**src/sv/huffman_bit_serial_decoder_core_defines.svh**
```systemverilog
// Assertion macros shared by the Huffman decoder RTL.
`ifndef HUFFMAN_BIT_SERIAL_DECODER_CORE_DEFINES_SVH
`define HUFFMAN_BIT_SERIAL_DECODER_CORE_DEFINES_SVH

// Same-cycle implication, checked on every rising clock edge out of reset.
`define HBSD_ASSERT_SAME(label, ante, cons, msg) \
   label: assert property (@(posedge clock) disable iff (reset) (ante) |-> (cons)) \
      else $error(msg);

// Next-cycle implication, checked on every rising clock edge out of reset.
`define HBSD_ASSERT_NEXT(label, ante, cons, msg) \
   label: assert property (@(posedge clock) disable iff (reset) (ante) |=> (cons)) \
      else $error(msg);

`endif

```
**src/sv/hbsd_pkg.sv**
```systemverilog
// Shared widths, codes and types of the Huffman decoder.
package hbsd_pkg;

   localparam int SYMBOL_COUNT = 256;
   localparam int MAX_CODE_LEN = 16;
   localparam int NODE_DEPTH   = 511;

   localparam int TYPE_W   = 2;
   localparam int SYM_W    = 8;
   localparam int CODE_W   = 16;
   localparam int LEN_W    = 5;
   localparam int CNT_W    = 32;
   localparam int BYTE_W   = 8;
   localparam int STATUS_W = 2;

   localparam int IDX_W     = $clog2(NODE_DEPTH);
   localparam int NF_W      = $clog2(NODE_DEPTH + 1);
   localparam int POS_W     = $clog2(MAX_CODE_LEN);
   localparam int BIT_IDX_W = $clog2(BYTE_W);

   // request kinds
   localparam logic [TYPE_W-1:0] REQ_CLEAR = 2'd0;
   localparam logic [TYPE_W-1:0] REQ_LOAD  = 2'd1;
   localparam logic [TYPE_W-1:0] REQ_DATA  = 2'd2;

   // result status codes
   localparam logic [STATUS_W-1:0] ST_OK       = 2'd0;
   localparam logic [STATUS_W-1:0] ST_OFF_TREE = 2'd1;
   localparam logic [STATUS_W-1:0] ST_FULL     = 2'd2;

   // one node of the code tree; child index zero means no child
   typedef struct packed {
      logic [SYM_W-1:0] sym;
      logic             leaf;
      logic [IDX_W-1:0] right;
      logic [IDX_W-1:0] left;
   } node_type;

   localparam int NODE_W = $bits(node_type);

   // node memory access issued by the sequencer
   typedef struct packed {
      logic             we;
      logic [IDX_W-1:0] waddr;
      node_type         wdata;
      logic             re;
      logic [IDX_W-1:0] raddr;
   } ram_ctl_type;

   // result or end-of-request flush handed to the output stage
   typedef struct packed {
      logic                emit;
      logic                flush;
      logic [SYM_W-1:0]    symbol;
      logic                done;
      logic [STATUS_W-1:0] status;
   } res_type;

endpackage

```
**src/sv/hbsd_seq.sv**
```systemverilog
// Sequencer: tree insert for dictionary entries and bit-serial tree walk.
`include "huffman_bit_serial_decoder_core_defines.svh"

module hbsd_seq (
   input  logic                              clock,
   input  logic                              reset,
   input  logic                              req_valid,
   output logic                              req_ready,
   input  logic [hbsd_pkg::TYPE_W-1:0]       req_type,
   input  logic [hbsd_pkg::SYM_W-1:0]        req_entry_symbol,
   input  logic [hbsd_pkg::CODE_W-1:0]       req_entry_code,
   input  logic [hbsd_pkg::LEN_W-1:0]        req_entry_length,
   input  logic [hbsd_pkg::CNT_W-1:0]        req_entry_count,
   input  logic [hbsd_pkg::BYTE_W-1:0]       req_data_byte,
   input  logic                              req_final_byte,
   output hbsd_pkg::ram_ctl_type             ram_ctl,
   input  logic [hbsd_pkg::NODE_W-1:0]       ram_rdata,
   output hbsd_pkg::res_type                 res,
   input  logic                              stall
);

   localparam int SYMW1 = hbsd_pkg::SYM_W + 1;

   typedef enum logic [6:0] {
      S_IDLE     = 7'b0000001,
      S_LD_STEP  = 7'b0000010,
      S_LD_LEAF  = 7'b0000100,
      S_BY_STEP  = 7'b0001000,
      S_BY_CHECK = 7'b0010000,
      S_BY_END   = 7'b0100000,
      S_FLUSH    = 7'b1000000
   } state_type;

   state_type                        state_ff, state_in;
   logic [hbsd_pkg::IDX_W-1:0]       root_left_ff, root_left_in;
   logic [hbsd_pkg::IDX_W-1:0]       root_right_ff, root_right_in;
   logic [hbsd_pkg::NF_W-1:0]        next_free_ff, next_free_in;
   logic [hbsd_pkg::IDX_W-1:0]       walk_ff, walk_in;
   logic [hbsd_pkg::CNT_W-1:0]       exp_ff, exp_in;
   logic [hbsd_pkg::CNT_W-1:0]       dec_ff, dec_in;
   logic                             fin_ff, fin_in;

   logic [hbsd_pkg::IDX_W-1:0]       node_ff, node_in;
   logic                             fresh_ff, fresh_in;
   logic [hbsd_pkg::POS_W-1:0]       pos_ff, pos_in;
   logic [hbsd_pkg::CODE_W-1:0]      code_ff, code_in;
   logic [hbsd_pkg::SYM_W-1:0]       sym_ff, sym_in;
   logic [hbsd_pkg::CNT_W-1:0]       cnt_ff, cnt_in;
   logic [hbsd_pkg::BYTE_W-1:0]      byte_ff, byte_in;
   logic                             final_ff, final_in;
   logic [hbsd_pkg::BIT_IDX_W-1:0]   bidx_ff, bidx_in;

   hbsd_pkg::node_type               rd_word;
   hbsd_pkg::node_type               root_word;
   hbsd_pkg::node_type               ld_word;
   hbsd_pkg::node_type               by_word;
   hbsd_pkg::node_type               new_word;
   logic                             ld_bit;
   logic                             by_bit;
   logic [hbsd_pkg::IDX_W-1:0]       ld_child;
   logic [hbsd_pkg::IDX_W-1:0]       by_child;
   logic [hbsd_pkg::IDX_W-1:0]       free_idx;
   logic                             table_full;
   logic [hbsd_pkg::LEN_W-1:0]       len_eff;
   logic [hbsd_pkg::CNT_W-1:0]       dec_next;
   logic                             accept;

   // current node word: root lives in flops, a fresh node is known empty
   assign rd_word   = hbsd_pkg::node_type'(ram_rdata);
   assign root_word = '{sym: '0, leaf: 1'b0, right: root_right_ff, left: root_left_ff};
   assign ld_word   = (node_ff == '0) ? root_word : (fresh_ff ? '0 : rd_word);
   assign by_word   = (walk_ff == '0) ? root_word : rd_word;
   assign ld_bit    = code_ff[pos_ff];
   assign by_bit    = byte_ff[bidx_ff];
   assign ld_child  = ld_bit ? ld_word.right : ld_word.left;
   assign by_child  = by_bit ? by_word.right : by_word.left;
   assign free_idx  = hbsd_pkg::IDX_W'(next_free_ff);
   assign table_full = next_free_ff >= hbsd_pkg::NF_W'(hbsd_pkg::NODE_DEPTH);
   assign len_eff   = (req_entry_length > hbsd_pkg::LEN_W'(hbsd_pkg::MAX_CODE_LEN))
                      ? hbsd_pkg::LEN_W'(hbsd_pkg::MAX_CODE_LEN) : req_entry_length;
   assign dec_next  = rd_word.leaf ? dec_ff + hbsd_pkg::CNT_W'(1) : dec_ff;
   assign accept    = req_valid && req_ready;
   assign req_ready = (state_ff == S_IDLE);

   // parent word with the new child linked in
   always_comb begin
      new_word = ld_word;
      if (ld_bit) begin
         new_word.right = free_idx;
      end else begin
         new_word.left = free_idx;
      end
   end

   // sequencer
   always_comb begin
      state_in      = state_ff;
      root_left_in  = root_left_ff;
      root_right_in = root_right_ff;
      next_free_in  = next_free_ff;
      walk_in       = walk_ff;
      exp_in        = exp_ff;
      dec_in        = dec_ff;
      fin_in        = fin_ff;
      node_in       = node_ff;
      fresh_in      = fresh_ff;
      pos_in        = pos_ff;
      code_in       = code_ff;
      sym_in        = sym_ff;
      cnt_in        = cnt_ff;
      byte_in       = byte_ff;
      final_in      = final_ff;
      bidx_in       = bidx_ff;
      ram_ctl       = '0;
      res           = '0;
      case (state_ff)
         S_IDLE: begin
            if (accept) begin
               case (req_type)
                  hbsd_pkg::REQ_CLEAR: begin
                     root_left_in  = '0;
                     root_right_in = '0;
                     next_free_in  = hbsd_pkg::NF_W'(1);
                     walk_in       = '0;
                     exp_in        = '0;
                     dec_in        = '0;
                     fin_in        = 1'b0;
                  end
                  hbsd_pkg::REQ_LOAD: begin
                     // zero length or out-of-range symbol is dropped
                     if (req_entry_length != '0 &&
                         {1'b0, req_entry_symbol} < SYMW1'(hbsd_pkg::SYMBOL_COUNT)) begin
                        sym_in   = req_entry_symbol;
                        code_in  = req_entry_code;
                        cnt_in   = req_entry_count;
                        node_in  = '0;
                        fresh_in = 1'b0;
                        pos_in   = hbsd_pkg::POS_W'(len_eff - hbsd_pkg::LEN_W'(1));
                        state_in = S_LD_STEP;
                     end
                  end
                  hbsd_pkg::REQ_DATA: begin
                     if (!fin_ff) begin
                        byte_in       = req_data_byte;
                        final_in      = req_final_byte;
                        bidx_in       = hbsd_pkg::BIT_IDX_W'(hbsd_pkg::BYTE_W - 1);
                        ram_ctl.re    = 1'b1;
                        ram_ctl.raddr = walk_ff;
                        state_in      = S_BY_STEP;
                     end
                  end
                  default: begin
                  end
               endcase
            end
         end
         S_LD_STEP: begin
            if (ld_child != '0) begin
               // existing branch: follow it
               node_in       = ld_child;
               fresh_in      = 1'b0;
               ram_ctl.re    = 1'b1;
               ram_ctl.raddr = ld_child;
               if (pos_ff == '0) begin
                  state_in = S_LD_LEAF;
               end else begin
                  pos_in = pos_ff - hbsd_pkg::POS_W'(1);
               end
            end else if (table_full) begin
               res.emit   = 1'b1;
               res.symbol = '0;
               res.done   = 1'b0;
               res.status = hbsd_pkg::ST_FULL;
               if (!stall) begin
                  // a node made just before still has to be emptied
                  if (fresh_ff) begin
                     ram_ctl.we    = 1'b1;
                     ram_ctl.waddr = node_ff;
                     ram_ctl.wdata = '0;
                  end
                  state_in = S_FLUSH;
               end
            end else begin
               // allocate a node and link it under the current one
               if (node_ff == '0) begin
                  root_left_in  = new_word.left;
                  root_right_in = new_word.right;
               end else begin
                  ram_ctl.we    = 1'b1;
                  ram_ctl.waddr = node_ff;
                  ram_ctl.wdata = new_word;
               end
               node_in      = free_idx;
               fresh_in     = 1'b1;
               next_free_in = next_free_ff + hbsd_pkg::NF_W'(1);
               if (pos_ff == '0) begin
                  state_in = S_LD_LEAF;
               end else begin
                  pos_in = pos_ff - hbsd_pkg::POS_W'(1);
               end
            end
         end
         S_LD_LEAF: begin
            // mark leaf, keep any children
            ram_ctl.we         = 1'b1;
            ram_ctl.waddr      = node_ff;
            ram_ctl.wdata      = ld_word;
            ram_ctl.wdata.leaf = 1'b1;
            ram_ctl.wdata.sym  = sym_ff;
            exp_in             = exp_ff + cnt_ff;
            state_in           = S_FLUSH;
         end
         S_BY_STEP: begin
            if (by_child == '0) begin
               // path leaves the tree: error result, rest of byte dropped
               res.emit   = 1'b1;
               res.symbol = '0;
               res.done   = (dec_ff == exp_ff);
               res.status = hbsd_pkg::ST_OFF_TREE;
               if (!stall) begin
                  walk_in  = '0;
                  state_in = S_BY_END;
               end
            end else begin
               walk_in       = by_child;
               ram_ctl.re    = 1'b1;
               ram_ctl.raddr = by_child;
               state_in      = S_BY_CHECK;
            end
         end
         S_BY_CHECK: begin
            if (rd_word.leaf) begin
               res.emit   = 1'b1;
               res.symbol = rd_word.sym;
               res.done   = (dec_next == exp_ff);
               res.status = hbsd_pkg::ST_OK;
            end
            if (!(rd_word.leaf && stall)) begin
               dec_in = dec_next;
               if (rd_word.leaf) begin
                  walk_in = '0;
               end
               if (dec_next == exp_ff) begin
                  fin_in   = 1'b1;
                  state_in = S_BY_END;
               end else if (bidx_ff == '0) begin
                  state_in = S_BY_END;
               end else begin
                  bidx_in  = bidx_ff - hbsd_pkg::BIT_IDX_W'(1);
                  state_in = S_BY_STEP;
               end
            end
         end
         S_BY_END: begin
            if (final_ff) begin
               fin_in  = 1'b1;
               walk_in = '0;
            end
            state_in = S_FLUSH;
         end
         S_FLUSH: begin
            res.flush = 1'b1;
            if (!stall) begin
               state_in = S_IDLE;
            end
         end
         default: begin
            state_in = S_IDLE;
         end
      endcase
   end

   // control state
   always_ff @(posedge clock) begin
      if (reset) begin
         state_ff      <= S_IDLE;
         root_left_ff  <= '0;
         root_right_ff <= '0;
         next_free_ff  <= hbsd_pkg::NF_W'(1);
         walk_ff       <= '0;
         exp_ff        <= '0;
         dec_ff        <= '0;
         fin_ff        <= 1'b0;
      end else begin
         state_ff      <= state_in;
         root_left_ff  <= root_left_in;
         root_right_ff <= root_right_in;
         next_free_ff  <= next_free_in;
         walk_ff       <= walk_in;
         exp_ff        <= exp_in;
         dec_ff        <= dec_in;
         fin_ff        <= fin_in;
      end
   end

   // per-request working registers
   always_ff @(posedge clock) begin
      node_ff  <= node_in;
      fresh_ff <= fresh_in;
      pos_ff   <= pos_in;
      code_ff  <= code_in;
      sym_ff   <= sym_in;
      cnt_ff   <= cnt_in;
      byte_ff  <= byte_in;
      final_ff <= final_in;
      bidx_ff  <= bidx_in;
   end

   `HBSD_ASSERT_SAME(a_wr_addr, ram_ctl.we, ram_ctl.waddr != '0 && hbsd_pkg::NF_W'(ram_ctl.waddr) < next_free_ff, "node write outside allocated range")
   `HBSD_ASSERT_SAME(a_walk_child, state_ff == S_BY_CHECK, walk_ff != '0, "walk check at root")
   `HBSD_ASSERT_NEXT(a_fin_ignore, state_ff == S_IDLE && fin_ff && req_valid && req_type == hbsd_pkg::REQ_DATA, state_ff == S_IDLE, "data byte decoded after stream finished")

endmodule
```
**config.mk**
```make
export PLATFORM = sky130hd
export DESIGN_NAME = hbsd_seq
export DESIGN_NICKNAME = d
export VERILOG_FILES = /design/src/sv/hbsd_pkg.sv /design/src/sv/hbsd_seq.sv
export VERILOG_INCLUDE_DIRS = /design/src /design/src/sv
export SDC_FILE = /design/constraint.sdc
export NUM_CORES = 1
export LEC_CHECK = 0
export BUFFER_PORTS_ARGS = -buffer_cell sky130_fd_sc_hd__buf_4
export CAP_MARGIN = 0
export CORE_ASPECT_RATIO = 1.25
export CORE_MARGIN = 4
export CORE_UTILIZATION = 35
export CTS_CLUSTER_DIAMETER = 80
export DETAILED_ROUTE_END_ITERATION = 10
export PLACE_DENSITY_LB_ADDON = 0.12
export REMOVE_ABC_BUFFERS = 1
export SLEW_MARGIN = 15
export SYNTH_ARGS = -nofsm -noshare
export SYNTH_HDL_FRONTEND = slang
export SYNTH_SLANG_ARGS = --single-unit
```
**constraint.sdc**
```tcl
create_clock -name clock -period 10.5 [get_ports clock]
set_input_delay 1.05 -clock clock [delete_from_list [all_inputs] [get_ports clock]]
set_output_delay 1.05 -clock clock [all_outputs]
set_load 0.1 [all_outputs]
```
**After elaboration in Yosys (flattened, before gate mapping)**

Cells that the tools add are included.

- Bits in registers: 190
- Input port bits: 103

- $add $sub $neg: 6
- Magnitude comparators: 4
- Equal/unequal tests: 33
- Mux-type cells: 109
- Bitwise logic cells: 1
- Reduce and logical (&&, ||, !) cells: 27

Operator list:

| kind | count |
|---|---|
| 9-bit two-way mux | 26 |
| 37-bit two-way mux | 5 |
| 32-bit two-way mux | 4 |
| 32-bit one-hot mux with 2 select lines | 2 |
| 7-bit two-way mux | 11 |
| 37-bit one-hot mux with 2 select lines | 1 |
| 9-bit one-hot mux with 2 select lines | 4 |
| 32-bit equality test | 2 |
| 27-bit two-way mux | 2 |
| 10-bit two-way mux | 5 |
| 7-bit one-hot mux with 6 select lines | 1 |
| 9-bit one-hot mux with 4 select lines | 1 |
| 11-bit one-hot mux with 3 select lines | 1 |
| 32-bit by 1-bit adder with 32-bit output (second input constant) | 1 |
| 32-bit adder | 1 |
| 10-bit one-hot mux with 3 select lines | 1 |
| 4-bit two-way mux | 7 |
| 9-bit logical NOT | 3 |
| 2-bit inequality test (second input constant) | 11 |
| 3-bit two-way mux | 7 |
| 18-bit two-way mux | 1 |
| 1-bit two-way mux | 17 |
| 7-bit one-hot mux with 2 select lines | 1 |
| 7-bit AND reduction | 2 |
| other kinds (45) | 63 |

**Longest topological paths before layout**

- Depth after elaboration: 7
- Mapped depth: 12
- Gate-level depth less buffers: 11

**Worst setup path before layout**

No wires, ideal clock.

- Path kind: register -> output
- From: reg pos_ff[0] (netlist bit)
- To: out ram_ctl[7] (netlist bit)
- Arrival time: 5.630 ns
- Slack: 3.820 ns
- Stages on the path, launching flop included: 7
- Path buffers: 2
- Path through: edfxtp_1 -> clkbuf_1 -> mux4_2 -> mux4_2 -> buf_2 -> mux4_2 -> o311ai_0

RTL lines:

| element | RTL line | text |
|---|---|---|
| from (decl) | hbsd_seq.sv:45 | `logic [hbsd_pkg::POS_W-1:0] pos_ff, pos_in;` |
| from (signal assigned) | hbsd_seq.sv:300 | `pos_ff <= pos_in;` |
| to (decl) | hbsd_seq.sv:16 | `output hbsd_pkg::ram_ctl_type ram_ctl,` |

==> results.cfg <==
[run]
drv_cap = 0

[sta]
fin_crit_sh = 0.526
worst_pin_slew_ns = 0.980
slew_headroom = 0.341
min_period_ns = 5.52
final_hold_viol_count = 0
slew_violations = 0
finalSetupTns_ns = 0
rsz0062_at_grt = no
fmax_mhz = 181
fin_skew_ns = 0.0169
whs_ns = 0.474
setup_viol = 0

[critical_path]
worst_ep_arrival_time_ns = 4.47
path_common_cell = buf_4
cp_max_fo = 22
start_kind = input pin
critical_path_class = input pin to output pin
cp-end-kind = output pin
worstPathRequired_ns = 9.45
slowest_stage = or4_4
path_cells = buf_4 > nand3_1 > or3_1 > or4_4 > or4b_1 > a32oi_1 > nand4_1 > or3_4 > o21ai_0 > buf_4
rr_startpoint = pos_ff[0]
cpPeakStageDelay_ns = 0.58
startpoint = ram_rdata[18]

[synthesis]
synthArstFlopShare = 0
syn-cell-area_sq_mm = 0.0114
synth_cells = 1277
ys.flop_type = dfxtp_1
avgSynthCellArea_sq_um = 8.96
synth_edf_count = 82
synth_seq_cells = 190
yosys-top-cells-area = edfxtp_1 22%, dfxtp_1 19%, nand2_1 4.9%
synth_top_cell_area_share = 0.215
netlist.top_cell.by_area = edfxtp_1
seq_area_frac_synth = 0.404
synth_warnings = 0
synth.distinct_cells = 71

[floorplan]
die-area_sq_mm = 0.0357
dieWidth_um = 170
die_h_um = 210
rows = 73
coreArea_sq_mm = 0.0321
io_pins = 164
initial_core_util = 0.357

[placed_design]
port_buffers = 163
dp_hpwl_um = 25300
routabilityCongestion = 0.863
placed_cell_area_sq_mm = 0.0130

[detailed_routing]
drc = 0
drt-wirelength-per-cell_um = 18.2
avgViaCountPerCell = 5.40
drt-total-wl_um = 33300
vias = 9859
dr.first_iter.drc_count = 613
first_pass_iters = 5
ant_nets = 0

[cts]
ctsResizeCount = 0
cts_tree = done
root_buffer = clkbuf_16
cts.clk_slew.worst_paths_ns = 0.07
htreeDepth = 4
cts_buffers = 17
post_cts_buffers = 0
clockBufferDepth = 2
cts_sinks = 190
cts_hold_buf = 0
clk_latency_ns = 0.43

[hold_path]
min_from = fin_ff
hold_path_class = flip-flop to flip-flop

[global_route]
grt.total_usage = 0.183
grt_pass1_vias = 9511
grt_pass1_wl_um = 52200
grt_max_degree = 59
antenna_found_initial = 0
overflow = 0

[cells_and_area]
syn_to_final_growth_pct = 18.7
diodes = 0
fin_nets = 1542
design_area_sq_mm = 0.0136
fillers = 3259
layout_common_cells = 173 x buf_4, 149 x nand2_1, 119 x nor2_1
layout_commonest_cell = buf_4
drive_gt1_frac = 0.171

[power]
peakVddDrop_mv = 0.0789
powerDensity_mw_per_mm2 = 118
leakage_nw = 5.50

[run_status]
status = finished, final reports clean
-- worst max-delay path, delay by kind of cell --
family | cells | cell delay [ns]
compound gates | 2 | 0.56
buf+inv | 2 | 0.58
simple gates | 6 | 2.27
-- final cells by class --
class,count,area [sq um],share of cell area
flip-flops and latches,190,4620,0.340
well taps,412,515,0.0379
inverters,19,71.3,0.00525
clock buffers,17,425,0.0313
multi-input cells,1000,6500,0.478
repair buffers,173,1300,0.0956
clock inverters,15,153,0.0112
-- per-stage QoR --
step / std cells / util / setup WS, ns / total power, mW
finish: 1826 / 0.424 / 4.98 / 1.60
global route: 1826 / 0.424 / 4.76 / 1.68
CTS: 1826 / 0.424 / 4.98 / 1.63
detailed placement: 1794 / 0.406 / 4.97 / 0.970
global placement: 1794 / 0.406 / 4.98 / 0.968
floorplan: 1209 / - / 3.66 / 0.897
-- kinds of logic after synthesis --
group,count (synthesis),share of synthesized area
compound gates,275,0.154
fa+ha+maj,38,0.0422
xor+xnor,103,0.0788
flops,190,0.404
buf+inv,87,0.0291
simple gates,520,0.225
mux,64,0.0671
-- per-layer routing --
layer | share of wire | routed length [um] | global-route usage
met5 | 0 | 0 | 0
met4 | 0.026 | 869 | 0.0639
met3 | 0.041 | 1350 | 0.0289
met2 | 0.52 | 17200 | 0.325
met1 | 0.42 | 13900 | 0.225
-- sequential cells by signal (all words and copies together) (netlist names), 3 cells and up --
name and cells:
bidx_ff 3, byte_ff 8, cnt_ff 32, code_ff 16, dec_ff 32, exp_ff 32, free_idx 9, node_ff 9
pos_ff 4, root_left_ff 9, root_right_ff 9, state_ff 7, sym_ff 8, walk_ff 9
-- final timing paths --
check	depth (start not counted)	end	slack, ns
worst min register to register	1	fin_ff	0.47
worst max-delay path	10	res[2]	4.98
worst max register to register	9	root_right_ff[2]	6.09
worst min-delay path	1	fin_ff	0.47
-- power by group --
part	leakage (nW)	internal [mW]	switching (mW)	total (mW)
Combinational	3.61	0.0605	0.0980	0.159
Sequential	1.61	0.784	0.00883	0.793
Clock	0.281	0.336	0.310	0.646
-- synth_stat cells, types with 32 or more instances --
cell type	number
nor2_1	120
a21oi_1	81
nor3_1	43
o21ai_0	66
dfxtp_1	108
xor2_1	50
mux2i_1	43
and3_1	32
edfxtp_1	82
clkbuf_1	59
nand2_1	150
nand3_1	38
nor2b_1	33
ha_1	37
xnor2_1	53
Note: power is estimated with default switching activity, not from simulation.
