## src/sv/huffman_bit_serial_decoder_core_defines.svh

```systemverilog
// Assertion macros shared by the Huffman decoder RTL.
`ifndef HUFFMAN_BIT_SERIAL_DECODER_CORE_DEFINES_SVH
`define HUFFMAN_BIT_SERIAL_DECODER_CORE_DEFINES_SVH

// Same-cycle implication, checked on every rising clock edge out of reset.
`define HBSD_ASSERT_SAME(label, ante, cons, msg) \
   label: assert property (@(posedge clock) disable iff (reset) (ante) |-> (cons)) \
      else $error(msg);

// Next-cycle implication, checked on every rising clock edge out of reset.
`define HBSD_ASSERT_NEXT(label, ante, cons, msg) \
   label: assert property (@(posedge clock) disable iff (reset) (ante) |=> (cons)) \
      else $error(msg);

`endif

```

## src/sv/hbsd_pkg.sv

```systemverilog
// Shared widths, codes and types of the Huffman decoder.
package hbsd_pkg;

   localparam int SYMBOL_COUNT = 256;
   localparam int MAX_CODE_LEN = 16;
   localparam int NODE_DEPTH   = 511;

   localparam int TYPE_W   = 2;
   localparam int SYM_W    = 8;
   localparam int CODE_W   = 16;
   localparam int LEN_W    = 5;
   localparam int CNT_W    = 32;
   localparam int BYTE_W   = 8;
   localparam int STATUS_W = 2;

   localparam int IDX_W     = $clog2(NODE_DEPTH);
   localparam int NF_W      = $clog2(NODE_DEPTH + 1);
   localparam int POS_W     = $clog2(MAX_CODE_LEN);
   localparam int BIT_IDX_W = $clog2(BYTE_W);

   // request kinds
   localparam logic [TYPE_W-1:0] REQ_CLEAR = 2'd0;
   localparam logic [TYPE_W-1:0] REQ_LOAD  = 2'd1;
   localparam logic [TYPE_W-1:0] REQ_DATA  = 2'd2;

   // result status codes
   localparam logic [STATUS_W-1:0] ST_OK       = 2'd0;
   localparam logic [STATUS_W-1:0] ST_OFF_TREE = 2'd1;
   localparam logic [STATUS_W-1:0] ST_FULL     = 2'd2;

   // one node of the code tree; child index zero means no child
   typedef struct packed {
      logic [SYM_W-1:0] sym;
      logic             leaf;
      logic [IDX_W-1:0] right;
      logic [IDX_W-1:0] left;
   } node_type;

   localparam int NODE_W = $bits(node_type);

   // node memory access issued by the sequencer
   typedef struct packed {
      logic             we;
      logic [IDX_W-1:0] waddr;
      node_type         wdata;
      logic             re;
      logic [IDX_W-1:0] raddr;
   } ram_ctl_type;

   // result or end-of-request flush handed to the output stage
   typedef struct packed {
      logic                emit;
      logic                flush;
      logic [SYM_W-1:0]    symbol;
      logic                done;
      logic [STATUS_W-1:0] status;
   } res_type;

endpackage

```

## src/sv/hbsd_out.sv

```systemverilog
// Output stage: holds one result back until its last-of-request flag is known.
`include "huffman_bit_serial_decoder_core_defines.svh"

module hbsd_out (
   input  logic                              clock,
   input  logic                              reset,
   input  hbsd_pkg::res_type                 res,
   output logic                              stall,
   output logic                              rsp_valid,
   input  logic                              rsp_ready,
   output logic [hbsd_pkg::SYM_W-1:0]        rsp_symbol,
   output logic                              rsp_last_of_run,
   output logic                              rsp_stream_done,
   output logic [hbsd_pkg::STATUS_W-1:0]     rsp_status
);

   logic                          pend_valid_ff, pend_valid_in;
   logic [hbsd_pkg::SYM_W-1:0]    pend_sym_ff, pend_sym_in;
   logic                          pend_done_ff, pend_done_in;
   logic [hbsd_pkg::STATUS_W-1:0] pend_status_ff, pend_status_in;

   logic                          rsp_valid_ff, rsp_valid_in;
   logic [hbsd_pkg::SYM_W-1:0]    rsp_sym_ff, rsp_sym_in;
   logic                          rsp_last_ff, rsp_last_in;
   logic                          rsp_done_ff, rsp_done_in;
   logic [hbsd_pkg::STATUS_W-1:0] rsp_status_ff, rsp_status_in;

   logic out_free;
   logic push;
   logic push_last;

   assign out_free = !rsp_valid_ff || rsp_ready;

   // a held result moves on when a newer one arrives or the request ends
   always_comb begin
      stall          = 1'b0;
      push           = 1'b0;
      push_last      = 1'b0;
      pend_valid_in  = pend_valid_ff;
      pend_sym_in    = pend_sym_ff;
      pend_done_in   = pend_done_ff;
      pend_status_in = pend_status_ff;
      if (res.emit) begin
         if (pend_valid_ff && !out_free) begin
            stall = 1'b1;
         end else begin
            push           = pend_valid_ff;
            pend_valid_in  = 1'b1;
            pend_sym_in    = res.symbol;
            pend_done_in   = res.done;
            pend_status_in = res.status;
         end
      end else if (res.flush && pend_valid_ff) begin
         if (!out_free) begin
            stall = 1'b1;
         end else begin
            push          = 1'b1;
            push_last     = 1'b1;
            pend_valid_in = 1'b0;
         end
      end
   end

   // output register
   always_comb begin
      rsp_valid_in  = rsp_valid_ff && !rsp_ready;
      rsp_sym_in    = rsp_sym_ff;
      rsp_last_in   = rsp_last_ff;
      rsp_done_in   = rsp_done_ff;
      rsp_status_in = rsp_status_ff;
      if (push) begin
         rsp_valid_in  = 1'b1;
         rsp_sym_in    = pend_sym_ff;
         rsp_last_in   = push_last;
         rsp_done_in   = pend_done_ff;
         rsp_status_in = pend_status_ff;
      end
   end

   always_ff @(posedge clock) begin
      if (reset) begin
         pend_valid_ff <= 1'b0;
         rsp_valid_ff  <= 1'b0;
      end else begin
         pend_valid_ff <= pend_valid_in;
         rsp_valid_ff  <= rsp_valid_in;
      end
   end

   always_ff @(posedge clock) begin
      pend_sym_ff    <= pend_sym_in;
      pend_done_ff   <= pend_done_in;
      pend_status_ff <= pend_status_in;
      rsp_sym_ff     <= rsp_sym_in;
      rsp_last_ff    <= rsp_last_in;
      rsp_done_ff    <= rsp_done_in;
      rsp_status_ff  <= rsp_status_in;
   end

   assign rsp_valid       = rsp_valid_ff;
   assign rsp_symbol      = rsp_sym_ff;
   assign rsp_last_of_run = rsp_last_ff;
   assign rsp_stream_done = rsp_done_ff;
   assign rsp_status      = rsp_status_ff;

   `HBSD_ASSERT_NEXT(a_flush_empties, res.flush && !stall, !pend_valid_ff, "flush left a held result")

endmodule

```

## config.mk

```make
export PLATFORM = sky130hd
export DESIGN_NAME = hbsd_out
export DESIGN_NICKNAME = d
export VERILOG_FILES = /design/src/sv/hbsd_pkg.sv /design/src/sv/hbsd_out.sv
export VERILOG_INCLUDE_DIRS = /design/src /design/src/sv
export SDC_FILE = /design/constraint.sdc
export NUM_CORES = 1
export LEC_CHECK = 0
export ABC_AREA = 0
export ABC_CLOCK_PERIOD_IN_PS = 4880
export BUFFER_PORTS_ARGS = -buffer_cell sky130_fd_sc_hd__buf_4
export CAP_MARGIN = 20
export CORE_MARGIN = 2
export CORE_UTILIZATION = 34
export CTS_CLUSTER_DIAMETER = 100
export DETAILED_ROUTE_END_ITERATION = 7
export HOLD_SLACK_MARGIN = 0.05
export PLACE_DENSITY = 0.68
export SYNTH_ARGS = -nofsm -noshare
export SYNTH_HDL_FRONTEND = slang
export SYNTH_SLANG_ARGS = --single-unit
export TNS_END_PERCENT = 50
```

## constraint.sdc

```tcl
create_clock -name clock -period 4.88 [get_ports clock]
set_clock_uncertainty 0.2 [all_clocks]
set_input_delay 0.244 -clock clock [delete_from_list [all_inputs] [get_ports clock]]
set_output_delay 0.244 -clock clock [all_outputs]
set_load 0.01 [all_outputs]
```

Word-level counts from Yosys, hierarchy flattened
Index checks and enable logic that the tools add are counted.
{ "totals": {"register_bits": 25, "inputBits": 16, "out_inout_bits": 14, "wordCells": 35} }
{ "classes": {"eq_ne": 1, "n_mux": 13, "n_bitwise": 1, "n_reduce_logical": 11} }
{ "ops": {"columns": ["cell", "count"], "rows": [
  ["$mux W1", 13],
  ["$reduce_bool A2 Y1", 2],
  ["$logic_and A1 B1 Y1", 3],
  ["$logic_not A1 Y1", 3],
  ["$reduce_and A3 Y1", 1],
  ["$ne A2 B2 Y1 const B", 1],
  ["$reduce_and A2 Y1", 1],
  ["$logic_or A1 B1 Y1", 1],
  ["$not A1 Y1", 1]
]} }

Logic depth before layout (Yosys ltp)
Gate-level depths: netlist (run 1).
{ "depth": {"depth_word": 7, "ltp_mapped": 2, "depth_no_buf": 2} }

Worst setup path before layout (run 1)
No wires, ideal clock.
{ "synth_timing": {"kind": "flip-flop to flip-flop", "from": "register rsp_valid_ff (netlist: rsp_valid)", "to": "register pend_done_ff, enable pin", "setup_time_ps": 382, "arrival_time_ps": 1177, "t_required_ps": 4298, "path_slack_ps": 3120, "stages_incl_launch_ff": 3, "n_path_buf": 0, "synth_period_minus_slack_ps": 1760, "path_cell_list": "dfxtp_1 -> and2b_2 -> a21oi_1"} }
{ "synth_via": {"elab_chain_len": 6} }
{ "synth_lines": {"columns": ["item", "line_no", "rtl"], "rows": [
  ["start, declared", "hbsd_out.sv:22", "logic rsp_valid_ff, rsp_valid_in;"],
  ["start signal, assigned", "hbsd_out.sv:86", "rsp_valid_ff <= rsp_valid_in;"],
  ["$logic_not A1 Y1", "hbsd_out.sv:32", "assign out_free = !rsp_valid_ff || rsp_ready;"],
  ["$logic_or A1 B1 Y1", "hbsd_out.sv:32", null],
  ["$logic_not A1 Y1", null, null],
  ["$logic_and A1 B1 Y1", "hbsd_out.sv:44", "if (pend_valid_ff && !out_free) begin"],
  ["$not A1 Y1 (no source line)", null, null],
  ["$reduce_and A2 Y1 (no source line)", null, null],
  ["end signal, assigned", "hbsd_out.sv:92", "pend_done_ff <= pend_done_in;"],
  ["end, declared", "hbsd_out.sv:19", "logic pend_done_ff, pend_done_in;"]
]} }
Every way passes these cells.
A chain may end at the register's enable or synchronous reset.

Worst setup path in the final report (run 1)
{ "layout_timing": {"from": "input port rsp_ready", "to": "register pend_sym_ff[3] (netlist bit), enable pin"} }
{ "layout_via": {"elab_chain_len": 5} }
{ "layout_lines": {"columns": ["item", "line_no", "rtl"], "rows": [
  ["start, declared", "hbsd_out.sv:10", "input logic rsp_ready,"],
  ["$logic_or A1 B1 Y1", "hbsd_out.sv:32", null],
  ["$logic_not A1 Y1", null, null],
  ["$logic_and A1 B1 Y1", "hbsd_out.sv:44", null],
  ["$not A1 Y1 (no source line)", null, null],
  ["$reduce_and A2 Y1 (no source line)", null, null],
  ["end signal, assigned", "hbsd_out.sv:91", "pend_sym_ff <= pend_sym_in;"],
  ["end, declared", "hbsd_out.sv:18", "logic [hbsd_pkg::SYM_W-1:0] pend_sym_ff, pend_sym_in;"]
]} }
Every way passes these cells.

==> results of run 1 <==
## flip-flops by register name, summed over array words and instances (netlist names), 2 cells and up
register / flops
pend_status_ff: 2
pend_sym_ff: 8
rsp_status: 2
rsp_symbol: 8
## kinds of logic (layout without fill, tap and decap cells)
family / after synthesis / in the layout
AO/OA/AOI/OAI: 4 / 4
buffers and inverters: 1 / 48
flip-flops: 25 / 25
AND/OR/NAND/NOR: 6 / 6
## per-layer routing
layer | GRT usage [%] | up-vias | share of wire (%)
met5 | 0 | - | 0
met4 | 3.85 | 0 | 0
met3 | 2.57 | 0 | 5.5
met2 | 19.8 | 15 | 60
met1 | 10.5 | 212 | 35
li1 | - | 234 | -
## through the flow
stage / instances / setup WS (ns) / area, um2 / power, mW / utilization (%)
2_1_floorplan: 36 / 3.12 / 808 / 0.264 / -
3_3_place_gp: 93 / 3.01 / 1060 / 0.282 / 47.5
3_5_place_dp: 93 / 2.95 / 1060 / 0.284 / 47.5
4_1_cts: 111 / 2.74 / 1230 / 0.378 / 55.0
5_1_grt: 111 / 2.72 / 1230 / 0.395 / 55.0
6_report: 111 / 2.76 / 1230 / 0.374 / 55.0
## critical path: stages
cell           delay, ns
dlygate4sd3_1       0.53
buf_4               0.11
and2b_2             0.21
a21oi_1             0.77
## where the power goes
part,leakage [nW],switching (mW),internal (mW)
clock network,0.0177,0.0562,0.0305
registers,0.235,0.00352,0.247
logic,0.234,0.0140,0.0229
## area by class of cell
class,instances,area share (%)
clock buffer,3,1.83
timing repair buffer,43,29.1
multi-input combinational,10,6.01
inverter,1,0.305
clock inverter,1,0.407
tap,28,2.85
sequential,25,59.5
## path summary, 6_finish.rpt
path | slack [ns] | from | endpoint
hold reg to reg | 0.23 | pend_sym_ff[0] | rsp_symbol[0]
setup / recovery | 2.76 | rsp_ready | pend_sym_ff[3]
setup reg to reg | 2.96 | rsp_valid | pend_sym_ff[3]
hold / removal | 0.12 | res[11] | rsp_last_of_run
## repair_timing
item                                    4_1_cts  5_1_grt
hold buffers                                 14        0
endpoints found under the hold margin        13        0
endpoints found under the setup margin        0        0
## cell usage in the layout, fill, tap and decap left out
master         Yosys  layout
a21oi_1            2       2
a311oi_2           1       1
and2b_2            1       1
and4_2             1       1
buf_4              0      29
clkbuf_4           0       3
clkinv_2           0       1
dfxtp_1            2       2
dlygate4sd3_1      0      14
edfxtp_1          23      23
inv_1              1       1
nand2b_4           1       1
nor2_1             3       3
o21ai_0            1       1
==> impl_metrics.csv, run 1 <==
group,metric,value,unit
run_status,status,"finished, final reports clean",
logic_synthesis,synthArstFlopShare,0,%
clock_network,clock_path_buffers,2,
clock_network,cts_resized,0,
logic_synthesis,synth_flop_cell,"edfxtp_1",
global_routing,grt_pass1_vias,442,
logic_synthesis,synth_top_area_cell,"edfxtp_1",
hold_path,hold_depth,2,
cells_and_area,nFillCells,189,
setup_path,crit_type,"in -> reg",
power_and_ir_drop,p_per_area,304,nW/um2
setup_path,worstSetupEndpointType,"flop",
logic_synthesis,synth_edf_count,23,
cells_and_area,fin_nets,100,
logic_synthesis,ys_seq_area_share,90.4,%
logic_synthesis,synth_top_family_by_area,"simple AND/OR/NAND/NOR gates",
timing,hold_viol_final,0,
logic_synthesis,synth_compound_area_share,3.72,%
logic_synthesis,synth_xor_area_share,0,%
logic_synthesis,synth.most_common_cell,"edfxtp_1",
logic_synthesis,syn_area,808,um2
floorplan,die_w,52.8,um
timing,period_minus_slack,2.12,ns
route,vias,461,
clock_network,clk_pin_slew,0.13,ns
setup_path,cp-start-kind,"input pin",
route,ant_nets,0,
timing,tns,0,ns
route,route.detailed.drc,0,
clock_network,clock-sinks,25,
route,wire_per_inst,11.2,um
floorplan,num_io_pins,30,
global_routing,grt_pass1_wl,1950,um
logic_synthesis,synthTopCellsByArea,"edfxtp_1 85%, dfxtp_1 5.0%, a311oi_2 1.9%, nand2b_4 1.7%, nor2_1 1.4%",
timing,period_share,43.4,%
timing,relSlewSlack,35.3,%
global_routing,grt.overflow.total,0,
logic_synthesis,synth-seq-cells,25,
floorplan,start_util,36.2,%
logic_synthesis,synthDistinctLibCells,10,
clock_network,cts_buffers,3,
logic_synthesis,post_synth_and_or_nand_nor_area_fraction,5.42,%
clock_network,insertion_delay,0.31,ns
clock_network,post_cts_buffers,0,
cells_and_area,area_delta_synth_final,52.0,%
timing,worst_pin_slew,0.970,ns
cells_and_area,seq_area,731,um2
hold_path,min_path_type,"in -> reg",
placed_design,routabilityCongestion,0.599,
logic_synthesis,syn_area_per_cell,22.5,um2
job,maxCapViolations,0,
route,drt_iter0_drc,5,
logic_synthesis,synthAdderAreaFrac,0,%
placed_design,dp.final_hpwl,885,um
route,firstDrtPassIters,3,
logic_synthesis,syn_nets,52,
timing,whs,0.125,ns
floorplan,rows,17,
floorplan,die_height,52.8,um
timing,rsz0062_at_grt,"false",
global_routing,grtUsageTotal,10.3,%
logic_synthesis,netlist_top_cells_count,"23 x edfxtp_1, 3 x nor2_1, 2 x a21oi_1, 2 x dfxtp_1",
logic_synthesis,synth_cells,36,
timing,drv_slew,0,
timing,setup_viol,0,
setup_path,required,4.62,ns
floorplan,coreArea,2230,um2
setup_path,cp.arrival,1.86,ns
clock_network,cts_tree,"built",
setup_path,critical_path_peak_fanout,11,
clock_network,htree_levels,1,
route,wl,1250,um
timing,max_freq,472,MHz
cells_and_area,diodes,0,
route,viasPerCell,4.15,
cells_and_area,multiInputGateArea,73.8,um2
floorplan,dieArea,2780,um2
placed_design,port_buffers,29,
logic_synthesis,yosysWarnings,0,
clock_network,clockRootBuffer,"clkbuf_4",
global_routing,antenna_found_initial,0,
logic_synthesis,synth_top_cell_area_share,85.4,%
logic_synthesis,synthMuxAreaShare,0,%
setup_path,r2r_cells,2,
cells_and_area,drive_above_1_share,44.6,%
global_routing,grt_max_degree,15,
power_and_ir_drop,peakVddDrop,0.194,mV
power_and_ir_drop,leakagePower,0.486,nW
No activity file was read; power rests on OpenSTA's default activity.
==> run 2, diff against run 1 <==
- ABC_CLOCK_PERIOD_IN_PS: 4880 -> 1900
- PLACE_DENSITY: 0.68 -> 0.7
- clock period: 4.88 -> 1.9 ns (I/O delays scaled with it)
==> run 2 against run 1 <==
Effect of this change: design area grew 2.7%; sequential power grew to 2.6 times the previous value; non-clock buffer count increased by 4; wire length grew 9.2%; worst hold slack lost 0.025 ns; critical path type unchanged; clock power grew to 2.5 times the previous value; sequential share of layout area decreased by 1.6 points; die area unchanged; final cell count up 3.6%; largest power group unchanged; utilization grew 1.5 points.
==> impl_metrics.csv, run 2 (synthesized netlist as in run 1, its figures left out) <==
group,metric,value,unit
run_status,status,"finished, final reports clean",
timing,relSlewSlack,77.4,%
power_and_ir_drop,switching_share,19.1,%
timing,rsz0062_at_grt,"false",
setup_path,endpoint,"rsp_valid",
hold_path,min_path_type,"in -> reg",
setup_path,critical_path_peak_fanout,3,
setup_path,required,1.90,ns
timing,drv_slew,0,
global_routing,antenna_found_initial,0,
global_routing,grt_pass1_vias,476,
clock_network,clockRootBuffer,"clkbuf_4",
setup_path,crit_type,"in -> reg",
power_and_ir_drop,p_per_area,764,nW/um2
placed_design,port_buffers,29,
clock_network,cts-hold-fix-buffers,16,
clock_network,htree_levels,1,
power_and_ir_drop,seq_power_share,66.6,%
setup_path,cp_num_cells,5,
placed_design,routabilityCongestion,0.615,
floorplan,rows,17,
setup_path,cp_cell_sequence,"dlygate4sd3_1 > buf_4 > o21ai_0 > a21oi_1 > dlygate4sd3_1",
setup_path,cp.buffers_inverters,3,
route,vias,480,
floorplan,start_util,36.2,%
timing,hold_viol_final,0,
power_and_ir_drop,leakagePower,0.504,nW
timing,period_share,91.9,%
floorplan,num_io_pins,30,
global_routing,grt_pass1_wl,2240,um
route,ant_nets,0,
power_and_ir_drop,p_sw,0.185,mW
placed_design,dp.final_hpwl,856,um
cells_and_area,area_delta_synth_final,56.2,%
power_and_ir_drop,pwr-share-clk,22.7,%
setup_path,cp-start-kind,"input pin",
cells_and_area,layout_common_cells,"31 x buf_4, 23 x edfxtp_1, 16 x dlygate4sd3_1",
clock_network,post_cts_buffers,0,
clock_network,cts_tree,"built",
route,viasPerCell,4.17,
setup_path,cpPeakStageDelay,0.56,ns
clock_network,clock_path_buffers,2,
setup_path,rrSetupSlack,0.36,ns
cells_and_area,drive_above_1_share,43.7,%
clock_network,clock-sinks,25,
cells_and_area,final_common_cell,"buf_4",
floorplan,die_w,52.8,um
clock_network,insertion_delay,0.30,ns
setup_path,cp_top_family,"buffers and inverters",
route,route.detailed.drc,0,
setup_path,cp.arrival,1.74,ns
setup_path,regToRegEndpoint,"pend_valid_ff",
global_routing,grtUsageTotal,11.7,%
timing,max_freq,573,MHz
power_and_ir_drop,peakVddDrop,0.375,mV
route,drt_iter0_drc,10,
clock_network,cts_resized,0,
route,wl,1360,um
cells_and_area,nFillCells,181,
cells_and_area,fin_nets,104,
clock_network,clk_pin_slew,0.12,ns
setup_path,cpMostUsedCell,"dlygate4sd3_1",
floorplan,die_height,52.8,um
setup_path,worstSetupEndpointType,"flop",
clock_network,cts_buffers,3,
setup_path,worstReg2RegStart,"rsp_valid",
setup_path,startpoint,"res[11]",
route,firstDrtPassIters,4,
timing,tns,0,ns
hold_path,hold_depth,3,
power_and_ir_drop,p_int,0.780,mW
timing,period_minus_slack,1.75,ns
route,wire_per_inst,11.8,um
cells_and_area,diodes,0,
cells_and_area,fin_util,56.5,%
floorplan,coreArea,2230,um2
timing,worst_pin_slew,0.336,ns
setup_path,crit_slowest_cell,"dlygate4sd3_1",
floorplan,dieArea,2780,um2
global_routing,grt.overflow.total,0,
job,maxCapViolations,0,
setup_path,r2r_cells,3,
global_routing,grt_max_degree,14,
timing,setup_viol,0,
power_and_ir_drop,combPwrFrac,10.7,%
==> run 2: area by class of cell <==
class	instances	area, um2	share of cell area (%)
Clock buffer	4	26.3	2.08
Inverter	1	3.75	0.297
Multi-Input combinational cell	10	73.8	5.85
Sequential cell	25	731	57.9
Tap cell	28	35.0	2.78
Timing Repair Buffer	47	393	31.1
==> run 2: through the flow <==
step                setup slack (ns)  instances  hold WS [ns]  area, um2  power, mW
detailed placement             0.503         95        0.0719       1080      0.732
floorplan                      0.140         36       -0.0371        808      0.678
CTS                            0.204        115        0.0886       1260      0.971
global route                   0.119        115        0.0853       1260       1.01
finish                         0.154        115         0.100       1260      0.964
global placement               0.542         95        0.0683       1080      0.729
==> run 2: worst min path at each step <==
stage / slack [ns] / end / start
finish: 0.10 / rsp_last_of_run / res[12]
global route: 0.09 / rsp_last_of_run / res[12]
CTS: 0.09 / rsp_last_of_run / res[12]
detailed placement: 0.07 / pend_valid_ff / reset
global placement: 0.07 / pend_valid_ff / reset
floorplan: -0.04 / pend_valid_ff / reset
==> run 2: worst min-delay path: stages <==
cell	delay [ns]
buf_4	0.09
inv_1	0.06
and4_2	0.20
==> run 2: metal layers <==
| metal | wire [um] | track usage [%] | vias up |
|---|---|---|---|
| li1 | - | - | 239 |
| met1 | 464 | 11.4 | 227 |
| met2 | 828 | 23.5 | 12 |
| met3 | 49 | 0.857 | 2 |
| met4 | 19 | 6.41 | 0 |
| met5 | 0 | 0 | - |
==> run 2: power groups by stage <==
stage                     Sequential, mW  Clock [mW]  Combinational [mW]
after detailed placement           0.656           0              0.0762
after global placement             0.654           0              0.0751
final                              0.643       0.219               0.103
after CTS                          0.643       0.226               0.103
after global routing               0.646       0.252               0.112
after floorplan                    0.661           0              0.0175
==> run 3, diff against run 2 <==
- CORE_MARGIN: 2 -> not set
==> run 3 against run 2 <==
Effect of this change: sequential power hardly changed; sequential share of layout area unchanged; worst hold slack better by 0.019 ns; first-iteration DRC count is 10% lower; utilization stayed put; power decreased by 0.31%; setup slack worse by 0.043 ns; non-clock buffer count stayed put; wire length rose by 0.29%; clock power is 2% lower; critical path type unchanged; highest routed layer unchanged.
==> impl_metrics.csv, run 3 (synthesized netlist as in run 1, its figures left out) <==
group,metric,value,unit
cells_and_area,drive_above_1_share,43.7,%
route,drt_iter0_drc,9,
route,viasPerCell,4.25,
clock_network,cts_tree,"built",
power_and_ir_drop,peakVddDrop,0.518,mV
timing,drv_slew,0,
hold_path,min_from,"res[12]",
clock_network,clockRootBuffer,"clkbuf_4",
timing,period_share,94.1,%
setup_path,critical_path_peak_fanout,3,
timing,max_freq,559,MHz
hold_path,min_path_type,"in -> reg",
timing,tns,0,ns
timing,period_minus_slack,1.79,ns
run_status,status,"finished, final reports clean",
setup_path,crit_type,"in -> reg",
placed_design,routabilityCongestion,0.603,
placed_design,dp_slack,0.473,ns
floorplan,die_height,50.8,um
clock_network,clk_pin_slew,0.12,ns
clock_network,cts_buffers,3,
setup_path,cpPeakStageDelay,0.56,ns
global_routing,grt.overflow.total,0,
cells_and_area,fin_nets,104,
hold_path,holdPathEnd,"rsp_last_of_run",
cells_and_area,area_delta_synth_final,56.2,%
floorplan,start_util,36.2,%
placed_design,dp.final_hpwl,880,um
job,maxCapViolations,0,
clock_network,htree_levels,1,
clock_network,post_cts_buffers,0,
setup_path,crit_slowest_cell,"dlygate4sd3_1",
cells_and_area,layout_common_cells,"31 x buf_4, 23 x edfxtp_1, 16 x dlygate4sd3_1",
global_routing,grt_max_degree,14,
power_and_ir_drop,power,0.962,mW
setup_path,r2r_cells,3,
global_routing,grtUsageTotal,12.5,%
route,ant_nets,0,
clock_network,clock-sinks,25,
power_and_ir_drop,p_per_area,762,nW/um2
floorplan,die_w,50.8,um
setup_path,worstSetupEndpointType,"flop",
floorplan,rows,17,
timing,setup_viol,0,
clock_network,insertion_delay,0.30,ns
cells_and_area,fin_util,56.5,%
floorplan,coreArea,2230,um2
global_routing,antenna_found_initial,0,
clock_network,clock_path_buffers,2,
power_and_ir_drop,leakagePower,0.504,nW
timing,worst_pin_slew,0.320,ns
timing,hold_viol_final,0,
global_routing,grt_pass1_wl,2170,um
hold_path,hold_depth,3,
setup_path,cp.arrival,1.79,ns
clock_network,cts-hold-fix-buffers,16,
route,vias,489,
setup_path,cp_cell_sequence,"dlygate4sd3_1 > buf_4 > o21ai_0 > a21oi_1 > dlygate4sd3_1",
route,firstDrtPassIters,4,
setup_path,rrSetupSlack,0.34,ns
setup_path,regToRegEndpoint,"rsp_valid",
setup_path,required,1.90,ns
timing,worst_slack,0.111,ns
placed_design,port_buffers,29,
route,wl,1370,um
cells_and_area,final_common_cell,"buf_4",
setup_path,worstReg2RegStart,"pend_valid_ff",
global_routing,grt_pass1_vias,479,
route,route.detailed.drc,0,
timing,relSlewSlack,78.5,%
timing,rsz0062_at_grt,"false",
floorplan,num_io_pins,30,
floorplan,dieArea,2580,um2
setup_path,cpMostUsedCell,"dlygate4sd3_1",
route,wire_per_inst,11.9,um
cells_and_area,diodes,0,
setup_path,cp-start-kind,"input pin",
clock_network,cts_resized,0,
-- run 3: cell counts in the layout (fill, tap and decap cells not counted) --
Identical to the previous run, type by type.
-- run 3: worst max-delay path, delay by kind of cell --
family | cells | cell delay, ns
buffers and inverters | 3 | 1.28
AO/OA/AOI/OAI | 2 | 0.41
-- run 3: cell type report --
class                      instances  area (um2)
clock buffer                       4        26.3
fill                             187         971
inverter                           1        3.75
multi-input combinational         10        73.8
sequential                        25         731
tap                               28        35.0
timing repair buffer              47         393
-- run 3: stage by stage --
step / area (um2) / hold WS (ns) / std cells
2_1_floorplan: 808 / -0.0371 / 36
3_3_place_gp: 1080 / 0.0680 / 95
3_5_place_dp: 1080 / 0.0745 / 95
4_1_cts: 1260 / 0.0829 / 115
5_1_grt: 1260 / 0.0983 / 115
6_report: 1260 / 0.120 / 115
-- run 3: power breakdown --
| group | internal, mW | leakage (nW) | total, mW | switching [mW] |
|---|---|---|---|---|
| Clock | 0.0817 | 0.0150 | 0.215 | 0.134 |
| Sequential | 0.633 | 0.235 | 0.643 | 0.00929 |
| Combinational | 0.0648 | 0.255 | 0.104 | 0.0389 |
| Total | 0.780 | 0.504 | 0.962 | 0.182 |
-- run 3: layer usage --
layer	part of all wire, %	GRT usage (%)	wire length, um
met4	1.8	7.41	24
met3	4.2	3.64	58
met2	56	21.1	764
met1	38	14.0	518
met5	0	0	0
-- run 3: worst max path at each step --
stage / start / end / slack (ns)
CTS: res[11] / rsp_valid / 0.16
finish: res[11] / rsp_valid / 0.11
detailed placement: rsp_valid / pend_status_ff[1] / 0.47
global placement: rsp_valid / pend_status_ff[1] / 0.54
global route: res[11] / rsp_valid / 0.06
floorplan: rsp_valid / pend_done_ff / 0.14
